===== src/hw/rtl/slbs_pkg.sv =====
// Shared types and constants for the status LED blink sequencer.
// No dependencies; imported by slbs_core and status_led_blink_sequencer.
`default_nettype none

package slbs_pkg;

  localparam int TIMER_BITS_DEF = 16;
  localparam int CYCLE_W        = 16;
  localparam int NUM_LEDS       = 3;

  // LED index
  localparam logic [1:0] LED_GCS  = 2'd0;
  localparam logic [1:0] LED_WIFI = 2'd1;
  localparam logic [1:0] LED_AIR  = 2'd2;

  // LED modes
  localparam logic [1:0] MODE_OFF    = 2'd0;
  localparam logic [1:0] MODE_ON     = 2'd1;
  localparam logic [1:0] MODE_BLINK  = 2'd2;
  localparam logic [1:0] MODE_DOUBLE = 2'd3;

  // Request kinds
  localparam logic REQ_SET  = 1'b0;
  localparam logic REQ_TICK = 1'b1;

  localparam logic [7:0] PIXEL_ON = 8'd150;

  // Short double-blink steps before the long gap
  localparam logic [1:0] SHORT_COUNT = 2'd3;

  // x/3 for 16-bit x: (x * RECIP3) >> RECIP3_SH, exact over the full range
  localparam logic [16:0] RECIP3    = 17'h0AAAB;
  localparam int          RECIP3_SH = 17;

  // Register indexes
  localparam logic REG_CYCLE_TIME = 1'b0;
  localparam logic REG_RGB_MODE   = 1'b1;

  // One result, gcs_pin in bit 0
  typedef struct packed {
    logic [7:0] blue;
    logic [7:0] green;
    logic [7:0] red;
    logic       air_pin;
    logic       wifi_pin;
    logic       gcs_pin;
  } slbs_result_t;

  // Configuration seen by the core
  typedef struct packed {
    logic [CYCLE_W-1:0] cycle_time;
    logic [CYCLE_W-1:0] third;
    logic               rgb_mode;
  } slbs_cfg_t;

endpackage

`default_nettype wire


===== src/hw/rtl/slbs_core.sv =====
// LED mode/level state, blink and double-blink countdowns, result formatting.
// Depends on slbs_pkg.
`default_nettype none

module slbs_core #(
  parameter int TIMER_BITS = slbs_pkg::TIMER_BITS_DEF
) (
  input  wire logic                 clk,
  input  wire logic                 rst_n,
  input  wire logic                 req_fire,
  input  wire logic                 req_type,
  input  wire logic [1:0]           led_select,
  input  wire logic [1:0]           led_mode,
  input  wire slbs_pkg::slbs_cfg_t  cfg,
  output slbs_pkg::slbs_result_t    result
);
  import slbs_pkg::*;

  localparam logic [32:0] TMAX = (33'd1 << TIMER_BITS) - 33'd1;

  logic [1:0]            mode_r  [NUM_LEDS];
  logic [1:0]            mode_nxt[NUM_LEDS];
  logic [NUM_LEDS-1:0]   level_r, level_nxt;
  logic [TIMER_BITS-1:0] blink_wait_r, blink_wait_nxt, blink_dec;
  logic [TIMER_BITS-1:0] pat_wait_r, pat_wait_nxt, pat_dec;
  logic [1:0]            pat_step_r, pat_step_nxt;
  logic [32:0]           full_ext, third_ext;
  logic [TIMER_BITS-1:0] load_full, load_third;
  logic                  wifi_act, gcs_act, air_act;

  // Reload values, saturated to the countdown width
  always_comb begin
    full_ext   = {17'd0, cfg.cycle_time};
    third_ext  = {17'd0, cfg.third};
    load_full  = (full_ext > TMAX)  ? TMAX[TIMER_BITS-1:0] : full_ext[TIMER_BITS-1:0];
    load_third = (third_ext > TMAX) ? TMAX[TIMER_BITS-1:0] : third_ext[TIMER_BITS-1:0];
  end

  always_comb begin
    for (int i = 0; i < NUM_LEDS; i++) begin
      mode_nxt[i] = mode_r[i];
    end
    level_nxt      = level_r;
    blink_wait_nxt = blink_wait_r;
    pat_wait_nxt   = pat_wait_r;
    pat_step_nxt   = pat_step_r;
    blink_dec      = (blink_wait_r != '0) ? blink_wait_r - 1'b1 : blink_wait_r;
    pat_dec        = (pat_wait_r != '0) ? pat_wait_r - 1'b1 : pat_wait_r;

    if (req_type == REQ_SET) begin
      for (int i = 0; i < NUM_LEDS; i++) begin
        if (led_select == 2'(i) && mode_r[i] != led_mode) begin
          mode_nxt[i] = led_mode;
          if (led_mode == MODE_OFF) begin
            level_nxt[i] = 1'b0;
          end else if (led_mode == MODE_ON) begin
            level_nxt[i] = 1'b1;
          end else if (led_mode == MODE_DOUBLE && 2'(i) == LED_WIFI) begin
            level_nxt[i] = 1'b0;
          end
        end
      end
    end else begin
      // blink timer
      blink_wait_nxt = blink_dec;
      if (blink_dec == '0) begin
        blink_wait_nxt = load_full;
        for (int i = 0; i < NUM_LEDS; i++) begin
          if (mode_r[i] == MODE_BLINK) begin
            level_nxt[i] = ~level_nxt[i];
          end
        end
      end
      // double-blink pattern, free running
      pat_wait_nxt = pat_dec;
      if (pat_dec == '0) begin
        if (pat_step_r < SHORT_COUNT) begin
          pat_step_nxt = pat_step_r + 2'd1;
          pat_wait_nxt = load_third;
        end else begin
          pat_step_nxt = 2'd0;
          pat_wait_nxt = load_full;
        end
        if (mode_r[LED_WIFI] == MODE_DOUBLE) begin
          level_nxt[LED_WIFI] = ~level_nxt[LED_WIFI];
        end
      end
    end
  end

  always_ff @(posedge clk) begin
    if (!rst_n) begin
      for (int i = 0; i < NUM_LEDS; i++) begin
        mode_r[i] <= MODE_OFF;
      end
      level_r      <= '0;
      blink_wait_r <= '0;
      pat_wait_r   <= '0;
      pat_step_r   <= 2'd0;
    end else if (req_fire) begin
      for (int i = 0; i < NUM_LEDS; i++) begin
        mode_r[i] <= mode_nxt[i];
      end
      level_r      <= level_nxt;
      blink_wait_r <= blink_wait_nxt;
      pat_wait_r   <= pat_wait_nxt;
      pat_step_r   <= pat_step_nxt;
    end
  end

  // Result from the post-update state
  always_comb begin
    wifi_act = mode_nxt[LED_WIFI] != MODE_OFF && level_nxt[LED_WIFI];
    gcs_act  = mode_nxt[LED_GCS]  != MODE_OFF && level_nxt[LED_GCS];
    air_act  = mode_nxt[LED_AIR]  != MODE_OFF && level_nxt[LED_AIR];
    result   = '0;
    if (cfg.rgb_mode) begin
      if (wifi_act) begin
        result.green = PIXEL_ON;
      end else if (gcs_act) begin
        result.red = PIXEL_ON;
      end else if (air_act) begin
        result.blue = PIXEL_ON;
      end
    end else begin
      result.gcs_pin  = level_nxt[LED_GCS];
      result.wifi_pin = level_nxt[LED_WIFI];
      result.air_pin  = level_nxt[LED_AIR];
    end
  end

endmodule

`default_nettype wire


===== src/hw/rtl/status_led_blink_sequencer.sv =====
// Top level: request/result stream channels, APB register port, result buffer.
// Depends on slbs_pkg and slbs_core.
`default_nettype none

// Channel  Dir  Handshake            Payload
// in_      in   in_tvalid/tready     tuser: req_type; tdata: led_select, led_mode
// out_     out  out_tvalid/tready    tdata: pins, red, green, blue
// cfg_     in   APB, pready tied 1   0x0 cycle_time, 0x4 rgb_mode
//
// One request per cycle while in_tready is high; each result is registered
// in the output register, or in the skid entry while the output waits. The
// LED state updates at accept; the result goes to a two-entry buffer (output
// register plus skid), so a request is still taken while one result waits.
// in_tready drops only when both entries hold results. Reset (rst_n,
// synchronous) clears modes, levels and timers; cycle_time returns to 600 and rgb_mode to 0.

module status_led_blink_sequencer #(
  parameter int TIMER_BITS = slbs_pkg::TIMER_BITS_DEF
) (
  input  wire logic        clk,
  input  wire logic        rst_n,
  input  wire logic        in_tvalid,
  output logic             in_tready,
  input  wire logic [7:0]  in_tdata,   // [1:0] led_select, [3:2] led_mode
  input  wire logic        in_tuser,   // [0] req_type
  output logic             out_tvalid,
  input  wire logic        out_tready,
  output logic [31:0]      out_tdata,  // [0] gcs_pin, [1] wifi_pin, [2] air_pin,
                                       // [10:3] red, [18:11] green, [26:19] blue
  input  wire logic        cfg_psel,
  input  wire logic        cfg_penable,
  input  wire logic        cfg_pwrite,
  input  wire logic [2:0]  cfg_paddr,
  input  wire logic [31:0] cfg_pwdata,
  output logic [31:0]      cfg_prdata,
  output logic             cfg_pready
);
  import slbs_pkg::*;

  logic [CYCLE_W-1:0] cycle_time_r, third_r;
  logic               rgb_mode_r;
  logic               cfg_wr;
  logic               reg_idx;
  logic [32:0]        third_prod;
  slbs_cfg_t          cfg;

  logic               in_fire;
  slbs_result_t       result;
  slbs_result_t       main_r, skid_r;
  logic               main_valid_r, skid_valid_r;

  // ---- register port ----
  assign cfg_pready = 1'b1;
  assign cfg_wr     = cfg_psel & cfg_penable & cfg_pwrite & cfg_pready;
  assign reg_idx    = cfg_paddr[2];
  // third of the period computed once, when the period is written
  assign third_prod = 33'(cfg_pwdata[CYCLE_W-1:0]) * 33'(RECIP3);

  always_ff @(posedge clk) begin
    if (!rst_n) begin
      cycle_time_r <= 16'd600;
      third_r      <= 16'd200;
      rgb_mode_r   <= 1'b0;
    end else if (cfg_wr) begin
      case (reg_idx)
        REG_CYCLE_TIME: begin
          cycle_time_r <= cfg_pwdata[CYCLE_W-1:0];
          third_r      <= third_prod[RECIP3_SH +: CYCLE_W];
        end
        REG_RGB_MODE: rgb_mode_r <= cfg_pwdata[0];
        default: ;
      endcase
    end
  end

  always_comb begin
    case (reg_idx)
      REG_CYCLE_TIME: cfg_prdata = {16'd0, cycle_time_r};
      REG_RGB_MODE:   cfg_prdata = {31'd0, rgb_mode_r};
      default:        cfg_prdata = '0;
    endcase
  end

  assign cfg.cycle_time = cycle_time_r;
  assign cfg.third      = third_r;
  assign cfg.rgb_mode   = rgb_mode_r;

  // ---- request side ----
  assign in_tready = ~skid_valid_r;
  assign in_fire   = in_tvalid & in_tready;

  slbs_core #(
    .TIMER_BITS (TIMER_BITS)
  ) u_core (
    .clk        (clk),
    .rst_n      (rst_n),
    .req_fire   (in_fire),
    .req_type   (in_tuser),
    .led_select (in_tdata[1:0]),
    .led_mode   (in_tdata[3:2]),
    .cfg        (cfg),
    .result     (result)
  );

  // ---- result buffer: output register with skid entry ----
  always_ff @(posedge clk) begin
    if (!rst_n) begin
      main_valid_r <= 1'b0;
      skid_valid_r <= 1'b0;
    end else if (!main_valid_r || out_tready) begin
      if (skid_valid_r) begin
        main_valid_r <= 1'b1;
        skid_valid_r <= 1'b0;
      end else begin
        main_valid_r <= in_fire;
      end
    end else if (in_fire) begin
      skid_valid_r <= 1'b1;
    end
  end

  always_ff @(posedge clk) begin
    if (!main_valid_r || out_tready) begin
      main_r <= skid_valid_r ? skid_r : result;
    end
    if (main_valid_r && !out_tready && in_fire) begin
      skid_r <= result;
    end
  end

  assign out_tvalid = main_valid_r;
  assign out_tdata  = {5'd0, main_r};

endmodule

`default_nettype wire

===== config.mk =====
export PLATFORM = sky130hd
export DESIGN_NAME = status_led_blink_sequencer
export DESIGN_NICKNAME = d
export VERILOG_FILES = /design/src/hw/rtl/slbs_pkg.sv /design/src/hw/rtl/slbs_core.sv /design/src/hw/rtl/status_led_blink_sequencer.sv
export SDC_FILE = /design/constraint.sdc
export NUM_CORES = 1
export LEC_CHECK = 0
export BUFFER_PORTS_ARGS = -buffer_cell sky130_fd_sc_hd__buf_2
export CORE_UTILIZATION = 40
export DETAILED_ROUTE_END_ITERATION = 10
export PLACE_DENSITY = 0.56
export SLEW_MARGIN = 10
export SYNTH_ARGS = -nofsm -noshare
export SYNTH_HDL_FRONTEND = slang
export SYNTH_SLANG_ARGS = --single-unit

===== constraint.sdc =====
create_clock -name clk -period 8.09 [get_ports clk]
set_input_delay 0.4045 -clock clk [delete_from_list [all_inputs] [get_ports clk]]
set_output_delay 0.4045 -clock clk [all_outputs]
set_load 0.05 [all_outputs]

Yosys cells after proc, flatten, opt, wreduce, memory -nomap -nowiden
Memory sizes are Yosys's and may differ from the RTL's.
Index checks and enable logic that the tools add are counted.
{"block": "totals", "ff_bits": 125, "latchBits": 0, "ramBits": 6, "mem_bits_ro": 0, "inputBits": 51, "output_inout_bits": 67, "wordCells": 122, "n_memories": 1}
{"memory": "u_core.mode_r", "depth": 3, "width": 2, "read_ports": 3, "rd_clocked_by_memory_dff": 0, "write_ports": 3, "line_no": "slbs_core.sv:21", "text": "logic [1:0] mode_r [NUM_LEDS];"}
{"block": "op_classes", "addsub": 3, "mul": 1, "div": 0, "magnitude_cmp": 1, "n_eq_ne": 11, "shifts": 0, "muxes": 46, "n_bitwise": 13, "n_reduce_logical": 25}
{"operator": "$mux W16", "n": 5}
{"operator": "$pmux W32 S2", "n": 1}
{"operator": "$mux W8", "n": 6}
{"operator": "$logic_not A16 Y1", "n": 2}
{"operator": "$mul A16 B16 Y32 const B", "n": 1}
{"operator": "$reduce_bool A16 Y1", "n": 2}
{"operator": "$sub A16 B1 Y16 const B", "n": 2}
{"operator": "$mux W27", "n": 1}
{"operator": "$mux W24", "n": 1}
{"operator": "$mux W1", "n": 20}
{"operator": "$mux W2", "n": 7}
{"operator": "$eq A2 B2 Y1 const B", "n": 6}
{"operator": "$mux W3", "n": 4}
{"operator": "$logic_and A1 B1 Y1", "n": 8}
{"operator": "$not A1 Y1", "n": 7}
{"operator": "$mux W6", "n": 1}
{"operator": "$ne A2 B2 Y1", "n": 3}
{"operator": "$reduce_and A2 Y1", "n": 3}
{"operator": "$reduce_bool A2 Y1", "n": 3}
{"operator": "$eq A2 B1 Y1 const B", "n": 2}
{"operator": "$logic_not A2 Y1", "n": 2}
{"operator": "$and A1 B1 Y1", "n": 3}
{"operator": "$or A1 B1 Y1", "n": 3}
{"operator": "$reduce_and A3 Y1", "n": 1}
{"operator": "5 further kinds", "n": 6}

Depth between registers and ports, before layout
Gate-level depths: netlist of the first run.
{"block": "depth", "word_depth": 15, "depth_mapped": 21}

By module
Synthesis of the first run repeated with hierarchy kept, for this count alone.
{"block": "hier_totals", "cells_unflattened": 1344, "hier_area_um2": 12087.8}
{"module": "status_led_blink_sequencer", "instances": 1, "cells_per_inst": 838, "area_each_um2": 8381.8}
{"module": "slbs_core", "instances": 1, "cells_per_inst": 506, "area_each_um2": 3706.1}

Least setup slack after synthesis of the first run
OpenSTA, ideal clock, no wires.
{"block": "synth_timing", "path_kind": "in2reg", "startpoint": "input cfg_pwdata[9]", "endpoint": "register third_r[9]", "arrival_time_ns": 5.265, "path_slack_ns": 2.703, "cell_stages": 20, "path_buffers": 0, "cell_sequence": "ha_1 -> ha_1 -> fa_1 -> inv_1 -> fa_1 -> inv_1 -> fa_1 -> inv_1 -> fa_1 -> inv_1 -> ha_1 -> and3_1 -> and4_1 -> a211oi_1 -> a31oi_1 -> a21oi_1 -> nor2b_1 -> o211ai_1 -> a2111oi_0 -> a311o_1"}
{"block": "synth_between", "elab_chain_cells": 1}
{"element": "start: declaration", "line_no": "status_led_blink_sequencer.sv:34", "text": "input wire logic [31:0] cfg_pwdata,"}
{"element": "$mul A16 B16 Y32", "line_no": "status_led_blink_sequencer.sv:57", "text": "assign third_prod = 33'(cfg_pwdata[CYCLE_W-1:0]) * 33'(RECIP3);"}
{"element": "end signal: assignment", "line_no": "status_led_blink_sequencer.sv:68", "text": "third_r <= third_prod[RECIP3_SH +: CYCLE_W];"}
{"element": "end: declaration", "line_no": "status_led_blink_sequencer.sv:40", "text": "logic [CYCLE_W-1:0] cycle_time_r, third_r;"}
No other way between the ends.
A chain may end at the register's enable or synchronous reset.

Worst setup path after layout of the first run
{"block": "layout_timing", "startpoint": "input cfg_pwdata[1]", "endpoint": "register third_r[9]"}
Same word-level chain as after synthesis.

==> run metrics, run 1 <==
Cell variety after synth=74; Final Max Tran Viols=0; most common cell in the netlist=inv_1; # rows=56; DR vias/cell=5.07; static leakage=5.00 nW; wire per inst=16.1 um; Fmax=0.175 GHz; number of buffers created by CTS=9; clock root buffer=clkbuf_16; Crit path required time=8.37 ns; via count=7640; I/O pins=118; vias in the first global route=7261; Area Overhead vs Synth=7.13%; Die ar.=0.0252 mm2; Post-CTS Setup Inserts=0; Tmin final=5.71 ns; Yosys top cell area share=0.171; skew final=0.0102 ns; crit end category=register; clock transition at the registers of the reported paths=0.06 ns; reg-to-reg critical path endpoint=out_tdata[7]; Crit path arrival time=5.99 ns; Iter 0 DRT Violations=518; Filler Cells Inserted=2391; CTS tree=built; setup TNS=0 ns; Hold/Removal Path Class=in -> reg; worst skew pair latency=0.34 ns; post-route ant nets=0; CORE AREA=0.0238 mm2; largest net degree at the start of global routing=51; placed instance count=1492; gr usage total=0.203; Hold Path Stages=3; slew margin rel.=0.360; status=completed; CP Max Fanout=8; Synth top cells by count=inv_1 (191), ha_1 (134), nand2_1 (97); initial antenna violation count=0; Hold Startpoint=cfg_pwdata[14]; synthesized netlist cell count=1159; first-pass GRT wire length=39200 um; CTS sink cnt=89; Avg Cell Area, Syn=8.47 um2; die height=159 um; worst setup margin=2.38 ns; final instance area=0.0105 mm2; RSZ-0062 raised after global routing=no; Post-Route WL=24300 um; Yosys top cell by area=ha_1; ys flop type=dfxtp_1; Worst-Margin Slew=0.959 ns; fraction of registers with async set/reset=0; synthesis-stage register bit count=89; CTS Hold Buffers Added=0; pre-CTS WS=2.00 ns; type of the worst setup path=in -> reg; Critical R2R Launch=u_core.blink_wait_r[0]; sequential fraction of the synthesis area=0.200; FF-to-FF setup slack=3.79 ns; Die Span X=159 um; H-tree depth=3; Syn. warnings=0; maxcap violations=0; top cells by area, synth=ha_1 (17%), fa_1 (16%), dfxtp_1 (14%); global route overflow=0; post-synthesis cell area=0.00981 mm2; maximum root-to-sink buffer count=2; CP Launch Type=input port; CTS resizes=0; Final setup viols=0; ANT cells=0; Final Hold Vio Count=0; placed cell areas=0.0102 mm2; Max VDD drop=0.165 mV; reg2reg path depth=12; Hold Path Sink=cycle_time_r[14]; P per Cell Area=331 mW/mm2; layout cells sized above 1=0.0892; Tcrit/Tclk final=0.706; Final GP Congestion=0.851; number of synthesized flops with an enable pin=18; Residual DRC=0; Final Net Count=1446; fin cells=1508; port bufs=61; effective utilization at floorplan=0.413; TritonRoute pass-1 iters=5; HPWL after DPL=19700 um
[state kept, by name (all words and copies together), names as in the netlist]
| register | flops |
|---|---|
| third_r | 15 |
| u_core.level_r | 3 |
| skid_valid_r | 1 |
| u_core.mode_r | 6 |
| u_core.blink_wait_r | 16 |
| out_tvalid | 1 |
| cycle_time_r | 16 |
| skid_r | 6 |
| u_core.pat_step_r | 2 |
| u_core.pat_wait_r | 16 |
| rgb_mode_r | 1 |
| out_tdata | 6 |
[metal layers]
layer / wire (um) / vias to the layer above / GRT usage
li1: - / 3881 / -
met1: 12000 / 3590 / 0.297
met2: 11100 / 159 / 0.324
met3: 996 / 10 / 0.0267
met4: 138 / 0 / 0.0293
met5: 0 / - / 0
[through the flow]
| stage | hold WS, ns | total power, mW | utilization |
|---|---|---|---|
| floorplan | 0.429 | 2.49 | - |
| global placement | 0.439 | 3.02 | 0.429 |
| detailed placement | 0.444 | 3.01 | 0.429 |
| CTS | 0.362 | 3.49 | 0.443 |
| global route | 0.388 | 3.88 | 0.443 |
| finish | 0.375 | 3.48 | 0.443 |
[cells by family after synthesis]
| group | count (synthesis) | share of synthesized area |
|---|---|---|
| xor+xnor | 21 | 0.0187 |
| other cells | 2 | 0.000765 |
| fa+ha+maj | 212 | 0.329 |
| buf+inv | 276 | 0.122 |
| flops | 89 | 0.200 |
| compound gates | 215 | 0.136 |
| mux | 32 | 0.0334 |
| simple gates | 312 | 0.160 |
[worst max-delay path by stage]
stage,cells past startpoint,endpoint,slack (ns),from
floorplan,20,third_r[9],2.70,cfg_pwdata[9]
global placement,21,third_r[14],1.99,cfg_pwdata[9]
detailed placement,21,third_r[14],2.00,cfg_pwdata[9]
CTS,21,third_r[14],2.35,cfg_pwdata[9]
global route,22,third_r[9],1.96,cfg_pwdata[1]
finish,22,third_r[9],2.38,cfg_pwdata[1]
[critical path: stages]
cell and delay, ns:
buf_2 0.18, ha_1 0.40, xor2_1 0.33, ha_1 0.22, a21oi_1 0.06, fa_1 0.51, inv_1 0.05, fa_1 0.38
fa_1 0.53, inv_1 0.05, fa_1 0.48, inv_1 0.04, ha_1 0.34, nand4_1 0.15, a211oi_1 0.31, o32ai_1 0.13
a31oi_1 0.33, a21oi_1 0.16, nor2b_1 0.21, o211ai_1 0.12, a2111oi_0 0.43, a311o_1 0.18
[placed cells by master, fill, tap and decap left out, types with 5 or more instances in the layout]
cell type,instances
a211oi_1,10
a21o_1,8
a21oi_1,75
a22oi_1,6
a31oi_1,6
and3_1,8
buf_2,61
buf_4,5
clkbuf_16,10
conb_1,34
dfxtp_1,71
edfxtp_1,18
fa_1,77
ha_1,134
inv_1,191
mux2_2,6
mux2i_1,26
nand2_1,97
nand2b_1,8
nand3_1,20
nand4_1,7
nor2_1,73
nor2b_1,20
nor3_1,26
nor4_1,8
o211ai_1,6
o21ai_0,49
o22ai_1,7
o31ai_1,8
or3_1,6
xnor2_1,10
xor2_1,11
[where the power goes]
group / internal [mW] / switching, mW / total [mW]
combinational: 1.02 / 1.45 / 2.47
sequential: 0.508 / 0.0685 / 0.576
clock: 0.259 / 0.181 / 0.439
[final cells by class]
type                            count  area [um2]  area share
Clock inverter                      6        62.6     0.00595
Inverter                          192         721      0.0685
Timing Repair Buffer               66         343      0.0326
Multi-Input combinational cell    826        6780       0.645
Clock buffer                       10         250      0.0238
Sequential cell                    89        1960       0.187
Tap cell                          319         399      0.0380
Power figures use the tool's default switching activity.
==> run 2: changes to the inputs <==
Settings changed: ABC_AREA set to 1.
Clock period 8.09 ns to 5.8 ns, I/O delays scaled along.
==> run 2 against run 1 <==
Die area increased by 6.2%. Worst setup slack lost 1.7 ns. Clock power up 56%. Largest cell class unchanged. Flip-flop and latch count unchanged. Critical path depth grew 5.
==> run metrics, run 2 <==
CORE AREA=0.0254 mm2; P per Cell Area=597 mW/mm2; Crit path top cell by count=inv_1; final instance area=0.0112 mm2; global route overflow=0; synthesized netlist cell count=1441; WL met2=12700 um; Fin Hold WS=0.258 ns; RSZ-0062 raised after global routing=no; fin cells=1814; DR top layer=met4; Post-Route WL=27000 um; Avg Cell Area, Syn=7.24 um2; # rows=58; number of buffers created by CTS=9; clock power share=0.102; H-tree depth=3; largest family of logic cells by synthesized area=adder cells; type of the worst setup path=in -> reg; vias in the first global route=8398; Worst path slowest cell=fa_1; port bufs=61; Synth top cells by count=nand2_1 (297), inv_1 (270), ha_1 (134); Syn. warnings=0; TritonRoute pass-1 iters=5; post-synthesis cell area=0.0104 mm2; commonest non-fill, non-tap cells in the layout=nand2_1 (297), inv_1 (270), ha_1 (134); Psw=3.73 mW; worst skew pair latency=0.34 ns; static leakage=5.90 nW; clock transition at the registers of the reported paths=0.07 ns; layout cells sized above 1=0.0815; Die ar.=0.0267 mm2; FF-to-FF setup slack=2.80 ns; gr usage total=0.207; die height=163 um; crit end category=register; CTS resizes=0; Final Net Count=1741; Worst-Margin Slew=0.769 ns; mux cell area share after synthesis=0.00192; Max VDD drop=0.514 mV; Crit path required time=6.04 ns; CP Launch Type=input port; Iter 0 DRT Violations=431; worst setup margin=0.642 ns; fin util=0.441; CTS Hold Buffers Added=0; synthesis-stage register bit count=89; Cell variety after synth=46; M1 wire length=13100 um; effective utilization at floorplan=0.410; Yosys top cell area share=0.161; placed cell areas=0.0109 mm2; Tmin final=5.16 ns; wire per inst=14.9 um; top cells by area, synth=ha_1 (16%), fa_1 (15%), dfxtp_1 (14%); via count=8747; slew margin rel.=0.487; largest net degree at the start of global routing=48; Hold/Removal Path Class=in -> reg; leading cell type in the layout, fill and taps excluded=nand2_1; CTS tree=built; ANT cells=0; switch share=0.558; placed instance count=1798; DR vias/cell=4.82; Residual DRC=0; skew final=0.00668 ns; Compound-Gate Fraction of Synth Area=0.123; CP peak stage delay=0.52 ns; Post-CTS Setup Inserts=0; HPWL after DPL=22500 um; Adder-Cell Fraction of Synth Area=0.309; overall power=6.69 mW; sequential fraction of the synthesis area=0.188; sequential share of power=0.124; Area Overhead vs Synth=7.54%; maximum root-to-sink buffer count=2; pre-CTS WS=0.303 ns; post-synthesis simple-gate area fraction=0.211; Yosys top cell by area=ha_1; Filler Cells Inserted=2671; maxcap violations=0; Crit path arrival time=5.40 ns; fraction of registers with async set/reset=0; I/O pins=118; Tcrit/Tclk final=0.889; Fmax=0.194 GHz; Final Max Tran Viols=0; Final Hold Vio Count=0; CP Max Fanout=8; setup TNS=0 ns; first-pass GRT wire length=43200 um; most common cell in the netlist=nand2_1; CTS sink cnt=89; Routed met3 length=639 um; Int Pwr=2.96 mW; number of synthesized flops with an enable pin=18; Largest regs=cycle_time_r x16, u_core.blink_wait_r x16, u_core.pat_wait_r x16; Synth Area in XOR/XNOR=0.0235; Final GP Congestion=0.914; initial antenna violation count=0; Final setup viols=0; combinational power share=0.774; clock root buffer=clkbuf_16; Die Span X=163 um; ys flop type=dfxtp_1; post-route ant nets=0; status=completed
==> run 2: changes by cell type after synthesis, sizes merged, moves of 11 or more <==
cell and delta:
nand3 +15, nand2 +208, nor3 -17, nor2 +68
o21ai +62, clkbuf -15, inv +82, nor2b -20
mux2i -24, xor2 +11, a21oi +31
==> run 2: final cells by class <==
class	instances	area, um2	area share
Inverter	275	1030	0.0921
Timing Repair Buffer	68	358	0.0319
Clock inverter	7	124	0.0110
Tap cell	330	413	0.0368
Sequential cell	89	1960	0.175
Clock buffer	9	225	0.0201
Multi-Input combinational cell	1036	7100	0.633
==> run 2: layer usage <==
layer | vias up | global-route usage
met3 | 33 | 0.0155
met5 | - | 0
met1 | 4041 | 0.286
met2 | 131 | 0.346
met4 | 0 | 0.0593
li1 | 4542 | -
==> run 2: cell families after synthesis <==
family          after synthesis
fa+ha+maj                   211
buf+inv                     348
compound gates              244
mux                           2
other cells                   2
simple gates                517
flops                        89
xor+xnor                     28
==> run 2: path summary, 6_finish.rpt <==
path / end / startpoint / depth (start not counted)
min reg2reg: third_r[3] / third_r[3] / 2
min: skid_valid_r / in_tvalid / 3
max: third_r[11] / cfg_pwdata[1] / 27
max reg2reg: skid_r[23] / u_core.blink_wait_r[0] / 18
==> run 2: power by group through the flow <==
stage	clock [mW]	combinational (mW)	sequential (mW)
floorplan	0	4.05	0.823
global placement	0	5.14	0.840
detailed placement	0	5.15	0.842
CTS	0.690	5.20	0.828
global route	0.716	5.96	0.845
finish	0.683	5.18	0.830
==> run 2: worst max-delay path: cells and delay by family <==
kind	cells	cell delay [ns]
xor+xnor	1	0.20
fa+ha+maj	7	2.79
simple gates	10	0.97
compound gates	3	0.68
buf+inv	6	0.46
==> run 3: changes to the inputs <==
Settings changed: REMOVE_ABC_BUFFERS set to 1.
==> run 3 against run 2 <==
Utilization down 0.19 points. Highest routed layer unchanged. Flip-flop and latch count is the same. Maximum frequency fell by 1.6%. Final cell count stayed put. Global-route usage rose by 0.15 points. Via count up 0.59%. Sequential power is essentially flat. Sequential share of layout area grew 0.074 points. Hold slack worse by 0.019 ns. Clock skew rose by 0.0020 ns. Largest cell class unchanged. Clock power down 11%. Routed wire length is 1.5% lower.
==> run metrics, run 3 (synthesis results as in run 2) <==
placed instance count=1798; met2 global-route usage=0.369; Final Net Count=1741; skew final=0.00864 ns; CTS tree=built; Die ar.=0.0267 mm2; Post-CTS Setup Inserts=0; CP Launch Type=input port; wire per inst=14.6 um; die height=163 um; Tcrit/Tclk final=0.904; Crit path arrival time=5.54 ns; Die Span X=163 um; CTS resizes=0; number of buffers created by CTS=9; placed cell areas=0.0109 mm2; DR vias/cell=4.85; Residual DRC=0; I/O pins=118; reg2reg path depth=13; Hold Path Stages=3; H-tree depth=3; Largest regs=cycle_time_r x16, u_core.blink_wait_r x16, u_core.pat_wait_r x16; Final GP Congestion=0.913; Max VDD drop=0.246 mV; Area Overhead vs Synth=7.08%; effective utilization at floorplan=0.410; Hold Startpoint=in_tvalid; setup TNS=0 ns; reg-to-reg critical path endpoint=u_core.pat_wait_r[15]; via count=8799; global route overflow=0; FF-to-FF setup slack=2.98 ns; first-pass GRT wire length=43500 um; crit end category=register; HPWL after DPL=21900 um; Final Max Tran Viols=0; TritonRoute pass-1 iters=4; slew margin rel.=0.479; Final setup viols=0; static leakage=5.88 nW; post-route ant nets=0; largest net degree at the start of global routing=47; ANT cells=0; met3 GRT Util=0.0178; Hold/Removal Path Class=in -> reg; RSZ-0062 raised after global routing=no; Post-Route WL=26600 um; Fin Hold WS=0.239 ns; final instance area=0.0112 mm2; Worst-Margin Slew=0.780 ns; Iter 0 DRT Violations=526; clock transition at the registers of the reported paths=0.07 ns; maxcap violations=0; Final Hold Vio Count=0; gr usage total=0.209; # rows=58; maximum root-to-sink buffer count=2; overall power=6.60 mW; Fmax=0.191 GHz; CORE AREA=0.0254 mm2; status=completed; GR Util met1=0.276; initial antenna violation count=0; type of the worst setup path=in -> reg; worst skew pair latency=0.35 ns; commonest non-fill, non-tap cells in the layout=nand2_1 (297), inv_1 (270), ha_1 (134); P per Cell Area=591 mW/mm2; Critical R2R Launch=u_core.pat_wait_r[12]; vias in the first global route=8619; most crowded layer after global routing=met2; layout cells sized above 1=0.0809; clock root buffer=clkbuf_16; CP Max Fanout=8; CTS Hold Buffers Added=0; CTS sink cnt=89; fin cells=1814; Crit path required time=6.10 ns; Hold Path Sink=skid_valid_r; port bufs=61; leading cell type in the layout, fill and taps excluded=nand2_1; Tmin final=5.24 ns
-- run 3: cell types whose count changed in the layout (fill, tap and decap cells not counted) --
cell	previous run	this run
bufinv_16	3	1
clkinv_1	2	3
inv_6	2	3
-- run 3: cell type report --
class | count | area (um2)
Fill cell | 2674 | 14200
Multi-Input combinational cell | 1036 | 7100
Sequential cell | 89 | 1960
Inverter | 275 | 1030
Tap cell | 330 | 413
Timing Repair Buffer | 68 | 358
Clock buffer | 9 | 225
Clock inverter | 7 | 76.3
-- run 3: how the worst max path moves through the flow --
stage                  startpoint     endpoint  slack [ns]  depth (start not counted)
floorplan           cfg_pwdata[3]  third_r[11]        0.94                         26
global placement    cfg_pwdata[1]  third_r[11]        0.29                         27
detailed placement  cfg_pwdata[1]  third_r[11]        0.23                         27
CTS                 cfg_pwdata[1]  third_r[11]        0.59                         27
global route        cfg_pwdata[1]  third_r[11]        0.12                         27
finish              cfg_pwdata[1]  third_r[14]        0.56                         22
-- run 3: stage by stage --
stage / util / worst slack (ns)
after floorplan: - / 0.941
after global placement: 0.428 / 0.287
after detailed placement: 0.428 / 0.227
after CTS: 0.440 / 0.591
after global routing: 0.440 / 0.117
final: 0.440 / 0.557
-- run 3: worst max-delay path: stages --
cell and delay [ns]:
buf_2 0.17, ha_1 0.38, xor2_1 0.20, ha_1 0.18, a21oi_1 0.20, fa_1 0.45, inv_1 0.08, fa_1 0.42
fa_1 0.49, inv_1 0.05, fa_1 0.50, inv_1 0.05, ha_1 0.36, nand2_1 0.14, nor4_1 0.46, nand2_1 0.10
o211ai_1 0.43, a31oi_1 0.16, and2_1 0.17, o21ai_0 0.14, nand2_1 0.06, inv_1 0.04
-- run 3: layer usage --
layer | wire length (um) | vias up
met2 | 12800 | 167
met5 | 0 | -
li1 | - | 4551
met3 | 780 | 23
met1 | 12600 | 4058
met4 | 323 | 0
-- run 3: where the power goes --
group / switching, mW / internal [mW] / total (mW)
Clock: 0.267 / 0.338 / 0.605
Combinational: 3.36 / 1.81 / 5.17
Sequential: 0.104 / 0.724 / 0.828
